**src/rtl/core/satlb_pkg.sv**
```systemverilog
// ---------------------------------------------------------------------------
// satlb_pkg
// Shared types, widths and helpers for the set-associative TLB with random
// replacement.
// ---------------------------------------------------------------------------
package satlb_pkg;

    localparam int VADDR_W   = 32;
    localparam int PAGE_BITS = 12;
    localparam int VPN_W     = 20;
    localparam int PPN_W     = 20;
    localparam int LFSR_W    = 16;

    localparam logic [LFSR_W-1:0] LFSR_SEED = 16'hACE1;

    localparam int DEF_SETS = 8;
    localparam int DEF_WAYS = 4;

    // Request codes carried in req_type.
    localparam logic REQ_LOOKUP = 1'b0;
    localparam logic REQ_FILL   = 1'b1;

    // One way of a set as it is stored in the entry memory.
    typedef struct packed {
        logic             valid;
        logic [VPN_W-1:0] tag;
        logic [PPN_W-1:0] ppn;
    } way_t;

    // Fibonacci LFSR, taps 16, 14, 13, 11, shifting right.
    function automatic logic [LFSR_W-1:0] lfsr_advance(input logic [LFSR_W-1:0] v);
        logic fb;
        fb = v[0] ^ v[2] ^ v[3] ^ v[5];
        return {fb, v[LFSR_W-1:1]};
    endfunction

endpackage

```
**src/rtl/core/satlb_if.sv**
```systemverilog
// ---------------------------------------------------------------------------
// satlb_if
// Valid/ready channels for TLB requests and responses.
// ---------------------------------------------------------------------------
interface satlb_req_if;
    logic                          valid;
    logic                          ready;
    logic                          req_type;
    logic [satlb_pkg::VADDR_W-1:0] vaddr;
    logic [satlb_pkg::PPN_W-1:0]   new_ppn;

    modport source (output valid, output req_type, output vaddr, output new_ppn,
                    input ready);
    modport sink   (input valid, input req_type, input vaddr, input new_ppn,
                    output ready);
endinterface

interface satlb_rsp_if;
    logic                        valid;
    logic                        ready;
    logic                        hit;
    logic [satlb_pkg::PPN_W-1:0] ppn_out;

    modport source (output valid, output hit, output ppn_out, input ready);
    modport sink   (input valid, input hit, input ppn_out, output ready);
endinterface

```
**src/rtl/core/satlb_ram.sv**
```systemverilog
// ---------------------------------------------------------------------------
// satlb_ram
// Generic single-write, single-read synchronous RAM with registered read.
// ---------------------------------------------------------------------------
module satlb_ram #(
    parameter int WIDTH = 8,
    parameter int DEPTH = 8
) (
    input  logic                                         clk,
    input  logic                                         we,
    input  logic [((DEPTH > 1) ? $clog2(DEPTH) : 1)-1:0] waddr,
    input  logic [WIDTH-1:0]                             wdata,
    input  logic                                         re,
    input  logic [((DEPTH > 1) ? $clog2(DEPTH) : 1)-1:0] raddr,
    output logic [WIDTH-1:0]                             rdata
);

    logic [WIDTH-1:0] mem_reg [DEPTH];
    logic [WIDTH-1:0] rdata_reg;

    always_ff @(posedge clk)
    begin
        if (we)
        begin
            mem_reg[waddr] <= wdata;
        end
        if (re)
        begin
            rdata_reg <= mem_reg[raddr];
        end
    end

    assign rdata = rdata_reg;

endmodule

```
**src/rtl/core/satlb_cmod.sv**
```systemverilog
// ---------------------------------------------------------------------------
// satlb_cmod
// Remainder by a constant divisor in two registered steps: quotient by a
// reciprocal multiply, then the remainder by multiply and subtract.
// ---------------------------------------------------------------------------
module satlb_cmod #(
    parameter int IN_W    = 20,
    parameter int DIVISOR = 8,
    parameter int OUT_W   = 3
) (
    input  logic             clk,
    input  logic [IN_W-1:0]  din,
    output logic [OUT_W-1:0] rem
);

    // A shift of IN_W plus clog2(DIVISOR) plus one keeps the quotient exact.
    localparam int SH = IN_W + $clog2(DIVISOR) + 1;
    localparam int RW = SH + 1;
    localparam logic [RW-1:0] RECIP =
        RW'(((64'd1 << SH) + 64'(DIVISOR) - 64'd1) / 64'(DIVISOR));
    localparam logic [IN_W-1:0] DIV_C = IN_W'(DIVISOR);

    logic [IN_W+RW-1:0] prod;
    logic [IN_W-1:0]    quot_reg;
    logic [IN_W-1:0]    rem_full;
    logic [OUT_W-1:0]   rem_reg;

    assign prod     = (IN_W+RW)'(din) * (IN_W+RW)'(RECIP);
    assign rem_full = din - IN_W'(quot_reg * DIV_C);

    always_ff @(posedge clk)
    begin
        quot_reg <= prod[SH +: IN_W];
        rem_reg  <= rem_full[OUT_W-1:0];
    end

    assign rem = rem_reg;

endmodule

```
**src/rtl/core/set_assoc_tlb_random_replace_core.sv**
```systemverilog
// ---------------------------------------------------------------------------
// set_assoc_tlb_random_replace_core
// Set-associative TLB with LFSR-driven random replacement.
// ---------------------------------------------------------------------------
// Each request beat is a lookup or a fill and produces exactly one response
// beat. The virtual page number is vaddr[31:12]; the set is the page number
// modulo SETS and the full page number is kept as the tag. A lookup reports
// the lowest-numbered valid way whose tag matches, with its physical page
// number; a miss and every fill answer hit = 0 and ppn_out = 0. A fill first
// steps a 16-bit LFSR (seed 0xACE1) and overwrites way (LFSR mod WAYS) of the
// set without looking for an existing copy of the page. A request passes
// through S_MUL and S_SUB for the set index and the victim way (remainder
// by a constant through a reciprocal multiply), S_READ for the read of the
// set's row from the entry memory, and S_EVAL to compare the ways and, on a
// fill, write the row back; S_EVAL holds while a response waits unaccepted.
// Requests are taken one at a time, and the request side is ready again in
// the cycle after the response is loaded. The entry memory holds one row
// per set; a per-set valid flop, cleared by reset, marks rows that have
// been written, so the block is usable right after reset with no clearing
// pass.
// ---------------------------------------------------------------------------
module set_assoc_tlb_random_replace_core #(
    parameter int SETS = satlb_pkg::DEF_SETS,
    parameter int WAYS = satlb_pkg::DEF_WAYS
) (
    input  logic        clk,
    input  logic        rst_n,
    satlb_req_if.sink   req,
    satlb_rsp_if.source rsp
);

    localparam int SET_W   = (SETS > 1) ? $clog2(SETS) : 1;
    localparam int WAY_W   = (WAYS > 1) ? $clog2(WAYS) : 1;
    localparam int ROW_W   = WAYS * $bits(satlb_pkg::way_t);

    typedef enum logic [2:0] {
        S_IDLE,
        S_MUL,
        S_SUB,
        S_READ,
        S_EVAL
    } state_t;

    state_t state_reg;
    state_t state_next;

    // Request held for the duration of its processing.
    logic                          is_fill_reg;
    logic [satlb_pkg::VPN_W-1:0]   vpn_reg;
    logic [satlb_pkg::PPN_W-1:0]   new_ppn_reg;
    logic [satlb_pkg::LFSR_W-1:0]  lfsr_reg;

    // One flop per set: the row has been written since reset.
    logic [SETS-1:0]               row_valid_reg;
    logic                          row_ok_reg;

    // Response output register.
    logic                          rsp_valid_reg;
    logic                          hit_reg;
    logic [satlb_pkg::PPN_W-1:0]   ppn_reg;

    logic [SET_W-1:0]              set_idx;
    logic [WAY_W-1:0]              victim;
    logic                          accept;
    logic                          slot_free;
    logic                          finish;

    satlb_pkg::way_t [WAYS-1:0]    rd_row;
    satlb_pkg::way_t [WAYS-1:0]    eff_row;
    satlb_pkg::way_t [WAYS-1:0]    wr_row;
    logic [ROW_W-1:0]              ram_rdata;
    logic                          ram_we;
    logic                          lk_hit;
    logic [satlb_pkg::PPN_W-1:0]   lk_ppn;

    // Set index and victim way are remainders by constants, worked out in
    // S_MUL and S_SUB from the held page number and already-stepped LFSR.
    satlb_cmod #(
        .IN_W    (satlb_pkg::VPN_W),
        .DIVISOR (SETS),
        .OUT_W   (SET_W)
    ) u_set_mod (
        .clk (clk),
        .din (vpn_reg),
        .rem (set_idx)
    );

    satlb_cmod #(
        .IN_W    (satlb_pkg::LFSR_W),
        .DIVISOR (WAYS),
        .OUT_W   (WAY_W)
    ) u_way_mod (
        .clk (clk),
        .din (lfsr_reg),
        .rem (victim)
    );

    satlb_ram #(
        .WIDTH (ROW_W),
        .DEPTH (SETS)
    ) u_entry_ram (
        .clk   (clk),
        .we    (ram_we),
        .waddr (set_idx),
        .wdata (wr_row),
        .re    (state_reg == S_READ),
        .raddr (set_idx),
        .rdata (ram_rdata)
    );

    assign rd_row    = ram_rdata;
    assign accept    = req.valid && (state_reg == S_IDLE);
    assign slot_free = !rsp_valid_reg || rsp.ready;
    assign finish    = (state_reg == S_EVAL) && slot_free;
    assign ram_we    = finish && is_fill_reg;

    // Way compare and write-back row. A row never written since reset reads
    // as all ways invalid, whatever the memory holds.
    always_comb
    begin
        eff_row = rd_row;
        lk_hit  = 1'b0;
        lk_ppn  = '0;
        for (int w = 0; w < WAYS; w++)
        begin
            if (!row_ok_reg)
            begin
                eff_row[w].valid = 1'b0;
            end
        end
        // Scan downward so the lowest matching way wins.
        for (int w = WAYS - 1; w >= 0; w--)
        begin
            if (eff_row[w].valid && (eff_row[w].tag == vpn_reg))
            begin
                lk_hit = 1'b1;
                lk_ppn = eff_row[w].ppn;
            end
        end
        wr_row                = eff_row;
        wr_row[victim].valid  = 1'b1;
        wr_row[victim].tag    = vpn_reg;
        wr_row[victim].ppn    = new_ppn_reg;
    end

    always_comb
    begin
        state_next = state_reg;
        unique case (state_reg)
            S_IDLE:
            begin
                if (accept)
                begin
                    state_next = S_MUL;
                end
            end
            S_MUL:  state_next = S_SUB;
            S_SUB:  state_next = S_READ;
            S_READ: state_next = S_EVAL;
            S_EVAL:
            begin
                if (slot_free)
                begin
                    state_next = S_IDLE;
                end
            end
            default: state_next = S_IDLE;
        endcase
    end

    always_ff @(posedge clk or negedge rst_n)
    begin
        if (!rst_n)
        begin
            state_reg     <= S_IDLE;
            is_fill_reg   <= 1'b0;
            vpn_reg       <= '0;
            new_ppn_reg   <= '0;
            lfsr_reg      <= satlb_pkg::LFSR_SEED;
            row_valid_reg <= '0;
            row_ok_reg    <= 1'b0;
            rsp_valid_reg <= 1'b0;
            hit_reg       <= 1'b0;
            ppn_reg       <= '0;
        end
        else
        begin
            state_reg <= state_next;

            if (accept)
            begin
                is_fill_reg <= (req.req_type == satlb_pkg::REQ_FILL);
                vpn_reg     <= req.vaddr[satlb_pkg::PAGE_BITS +: satlb_pkg::VPN_W];
                new_ppn_reg <= req.new_ppn;
                // Only fills step the replacement LFSR.
                if (req.req_type == satlb_pkg::REQ_FILL)
                begin
                    lfsr_reg <= satlb_pkg::lfsr_advance(lfsr_reg);
                end
            end

            if (state_reg == S_READ)
            begin
                row_ok_reg <= row_valid_reg[set_idx];
            end

            if (ram_we)
            begin
                row_valid_reg[set_idx] <= 1'b1;
            end

            if (finish)
            begin
                rsp_valid_reg <= 1'b1;
                hit_reg       <= is_fill_reg ? 1'b0 : lk_hit;
                ppn_reg       <= is_fill_reg ? '0 : lk_ppn;
            end
            else if (rsp.ready)
            begin
                rsp_valid_reg <= 1'b0;
            end
        end
    end

    assign req.ready   = (state_reg == S_IDLE);
    assign rsp.valid   = rsp_valid_reg;
    assign rsp.hit     = hit_reg;
    assign rsp.ppn_out = ppn_reg;

endmodule

```
**src/flat_wrapper.sv**
```systemverilog
// flat-port wrapper written by rule: the top's interface ports become plain ports
module set_assoc_tlb_random_replace_core_flat 
#(
    parameter int SETS = satlb_pkg::DEF_SETS,
    parameter int WAYS = satlb_pkg::DEF_WAYS
)
  (clk, rst_n, req_valid, req_req_type, req_vaddr, req_new_ppn, req_ready, rsp_valid, rsp_hit, rsp_ppn_out, rsp_ready);
  satlb_req_if req_i ();
  satlb_rsp_if rsp_i ();
  input  logic clk;
  input  logic rst_n;
  input wire logic [$bits(req_i.valid)-1:0] req_valid;
  input wire logic [$bits(req_i.req_type)-1:0] req_req_type;
  input wire logic [$bits(req_i.vaddr)-1:0] req_vaddr;
  input wire logic [$bits(req_i.new_ppn)-1:0] req_new_ppn;
  output wire logic [$bits(req_i.ready)-1:0] req_ready;
  output wire logic [$bits(rsp_i.valid)-1:0] rsp_valid;
  output wire logic [$bits(rsp_i.hit)-1:0] rsp_hit;
  output wire logic [$bits(rsp_i.ppn_out)-1:0] rsp_ppn_out;
  input wire logic [$bits(rsp_i.ready)-1:0] rsp_ready;
  assign req_i.valid = req_valid;
  assign req_i.req_type = req_req_type;
  assign req_i.vaddr = req_vaddr;
  assign req_i.new_ppn = req_new_ppn;
  assign req_ready = req_i.ready;
  assign rsp_valid = rsp_i.valid;
  assign rsp_hit = rsp_i.hit;
  assign rsp_ppn_out = rsp_i.ppn_out;
  assign rsp_i.ready = rsp_ready;
  set_assoc_tlb_random_replace_core #(.SETS(SETS), .WAYS(WAYS)) u_core (.clk(clk), .rst_n(rst_n), .req(req_i), .rsp(rsp_i));
endmodule
```
**config.mk**
```make
export PLATFORM = sky130hd
export DESIGN_NAME = set_assoc_tlb_random_replace_core_flat
export DESIGN_NICKNAME = d
export VERILOG_FILES = /design/src/rtl/core/satlb_pkg.sv /design/src/rtl/core/satlb_if.sv /design/src/rtl/core/satlb_ram.sv /design/src/rtl/core/satlb_cmod.sv /design/src/rtl/core/set_assoc_tlb_random_replace_core.sv /design/src/flat_wrapper.sv
export SDC_FILE = /design/constraint.sdc
export NUM_CORES = 2
export LEC_CHECK = 0
export BUFFER_PORTS_ARGS = -buffer_cell sky130_fd_sc_hd__buf_2
export CAP_MARGIN = 20
export CORE_MARGIN = 8
export CORE_UTILIZATION = 40
export DETAILED_ROUTE_END_ITERATION = 7
export HOLD_SLACK_MARGIN = 0.08
export PLACE_DENSITY = 0.53
export SLEW_MARGIN = 15
export SYNTH_ARGS = -nofsm -noshare
export SYNTH_HDL_FRONTEND = slang
export SYNTH_HIERARCHICAL = 1
export SYNTH_SLANG_ARGS = --single-unit
export TNS_END_PERCENT = 100
```
**constraint.sdc**
```tcl
create_clock -name clk -period 15.5 [get_ports clk]
set_input_delay 3.1 -clock clk [delete_from_list [all_inputs] [get_ports clk]]
set_output_delay 3.1 -clock clk [all_outputs]
set_load 0.005 [all_outputs]
```
==> results.tsv <==
stage	metric	value	unit
cts	postcts setup bufs	0	
cts	Num CTS Buffers	164	
cts	depth of the CTS H-tree	4	
die	Cell Rows	145	
setup_path	Critical Path, Cell by Cell	buf_2, nand2b_1, nand3_2, buf_4, nor2_1, nand2_1, nor3_4, buf_12, buf_4	
setup_path	Worst Path Required	15.88	ns
cts	CTS tree	done	
placed_design	port bufs	67	
global_routing	initial antenna violation count	12	
logic_synthesis	simple-gate share of the synthesized area	0.0110	
die	die height	411	um
setup_path	WP data arrival	6.68	ns
routing	DR iter-0 viols	2416	
cts	clk slew on worst S/H paths	0.06	ns
timing	Final period util	0.406	
timing	Slew HR	0.249	
cts	worst skew pair latency	0.78	ns
routing	routed wl met2	71100	um
final_layout	P&R area growth vs syn	11.9	%
logic_synthesis	Cells after Synth	2763	
setup_path	largest fanout on the critical path	121	
outcome	status	finished clean	
die	starting density of the core	0.401	
logic_synthesis	mux cell area share after synthesis	0.203	
final_layout	final core utilization	0.449	
routing	detailed-router iteration count before antenna repair	5	
setup_path	cell mode on critical path	buf_4	
routing	Routed Antenna Nets	0	
setup_path	critical path launch point type	input pin	
global_routing	global-route wire length before repair	211000	um
cts	post_cts resized	0	
logic_synthesis	EDFF count, synth	1476	
die	I/O Pins	80	
setup_path	worst r2r src	u_core/u_set_mod/rem[0]$_DFF_P_	
setup_path	worst r2r dst	u_core/u_entry_ram/rdata[43]$_DFFE_PP_	
setup_path	Reg2Reg Setup Slack	10.90	ns
die	Die W	411	um
final_layout	nets	2956	
min_path	hold path depth	0	
timing	Period minus WS final	6.29	ns
final_layout	fraction of layout cells with a size suffix above 1	0.297	
timing	Final Hold Fails	0	
logic_synthesis	Post-Synth Adder-Cell Area	0	
power_and_ir_drop	Lkg Pwr	0.0227	uW
timing	setup ws final	9.21	ns
cts	hold_buf cts	0	
timing	Layout Skew	0.0250	ns
timing	hold slack	0.382	ns
global_routing	GRT Total Usage	0.170	
routing	met1 WL	64700	um
routing	wire length on met3	6820	um
logic_synthesis	synth warn	6	
timing	f_max	159	MHz
logic_synthesis	Post-Synth XOR/XNOR Area	0.0119	
logic_synthesis	Synth Flop Type	edfxtp_1	
global_routing	Congestion Overflow GR	0	
routing	DR vias	28200	
placed_design	Placer Congestion	0.696	
power_and_ir_drop	PD cells	174	mW/mm^2
routing	via/cell ratio	5.55	
logic_synthesis	post-synth net total	2820	
routing	post-DR wirelength/cell	28.5	um
timing	Max Slew Vio Count	0	
setup_path	Reg2Reg Depth	6	
logic_synthesis	Synth cell types	45	
cts	maximum clock path buffer count	3	
placed_design	pre-CTS setup slack	8.39	ns
cts	CTS root buf	clkbuf_16	
die	Core ar.	0.156	sq mm
final_layout	max FFs per register	1312	
logic_synthesis	compound-gate portion of the synthesized area	0.00916	
job	total of max-cap violations	0	
final_layout	most frequent cells in the layout	edfxtp_1, mux2_2, mux4_1	
setup_path	Setup CP Type	in -> reg	
final_layout	commonest non-fill, non-tap cell in the layout	edfxtp_1	
placed_design	dpl hpwl	72100	um
logic_synthesis	area of the mapped netlist	0.0626	sq mm
logic_synthesis	flops & latches, synth	1572	
global_routing	largest net degree at the start of global routing	122	
die	die area	0.169	sq mm
min_path	Hold/Removal Path Class	reg -> reg	
setup_path	slowest CP cell	buf_4	
routing	total wire length	145000	um
timing	RSZ-0062 raised after global routing	false	
final_layout	Layout fillers	13000	
final_layout	# diodes	0	
routing	DRC viols	0	
power_and_ir_drop	IR drop worst, VDD	131	uV
cts	clock tree sinks	1572	
logic_synthesis	Syn Area/Cell	22.6	sq um
timing	worst slew pin tran	1.12	ns
timing	setup TNS	0	ns
global_routing	number of global-route vias before repair	30400	
logic_synthesis	largest family of logic cells by synthesized area	multiplexers	
routing	max layer used	met4	
setup_path	max incr delay on CP	0.83	ns
min_path	hold_sp	u_core/lfsr_reg[1]$_DFFE_PN0P_	
min_path	WHS Endpoint	u_core/u_way_mod/rem[1]$_DFF_P_	
logic_synthesis	Seq/Total Area, Yosys	0.747	
timing	final setup vio count	0	
setup_path	Crit. End Element	register	
logic_synthesis	fraction of registers with async set/reset	0.0579	
[logic make-up (layout without fill, tap and decap cells)]
| kind of cell | after synthesis | count (layout) |
|---|---|---|
| buffers and inverters | 167 | 435 |
| multiplexers | 730 | 730 |
| XOR/XNOR | 84 | 84 |
| AO/OA/AOI/OAI | 76 | 76 |
| AND/OR/NAND/NOR | 134 | 134 |
| flip-flops | 1572 | 1572 |
[power breakdown]
group / total, uW / switching (uW) / internal [uW]
combinational: 2730 / 1410 / 1320
sequential: 5780 / 377 / 5410
clock: 3670 / 1590 / 2080
[synth_stat cells, drive strengths merged (21+ instances only)]
master | number | area share
mux2 | 379 | 0.068
nand3 | 22 | 0.0018
dfrtp | 83 | 0.033
edfxtp | 1476 | 0.71
xnor2 | 29 | 0.0041
mux4 | 330 | 0.13
mux2i | 21 | 0.0034
nor3 | 29 | 0.0023
xor2 | 55 | 0.0078
o31ai | 21 | 0.0026
nand2 | 36 | 0.0022
clkbuf | 71 | 0.0043
buf | 87 | 0.013
[stage by stage]
stage / total power, uW / area, sq um / std cells
3_5_place_dp: 8640 / 65000 / 4790
6_report: 12200 / 70000 / 5089
2_1_floorplan: 7930 / 62600 / 2763
3_3_place_gp: 8550 / 65000 / 4790
4_1_cts: 12300 / 70000 / 5088
5_1_grt: 12700 / 70000 / 5089
[layout make-up]
cell class / instances / area [sq um] / share of cell area
Timing Repair Buffer: 133 / 903 / 0.0129
Multi-Input combinational cell: 1024 / 14800 / 0.211
Clock inverter: 76 / 526 / 0.00751
Inverter: 4 / 22.5 / 0.000322
Tap cell: 2058 / 2570 / 0.0368
Sequential cell: 1572 / 46700 / 0.667
Clock buffer: 222 / 4490 / 0.0641
[routing by layer]
layer | track usage | vias to the layer above
li1 | - | 12000
met1 | 0.236 | 15300
met2 | 0.282 | 717
met3 | 0.0284 | 207
met4 | 0.0403 | 0
met5 | 0 | -
[how the worst max path moves through the flow]
stage	from	slack [ns]	endpoint
global placement	rsp_ready	8.45	u_core/u_entry_ram/mem_reg[4][40]$_DFFE_PP_
global route	rsp_ready	9.06	u_core/u_entry_ram/mem_reg[4][25]$_DFFE_PP_
CTS	rsp_ready	9.21	u_core/u_entry_ram/mem_reg[4][25]$_DFFE_PP_
detailed placement	rsp_ready	8.39	u_core/u_entry_ram/mem_reg[4][40]$_DFFE_PP_
finish	rsp_ready	9.21	u_core/u_entry_ram/mem_reg[4][25]$_DFFE_PP_
floorplan	rsp_ready	4.17	u_core/u_entry_ram/mem_reg[7][0]$_DFFE_PP_
[worst max-delay path, delay by kind of cell]
family	cells	cell delay [ns]
simple gates	5	1.38
buf+inv	4	2.02
(Power assumes the default switching activity.)
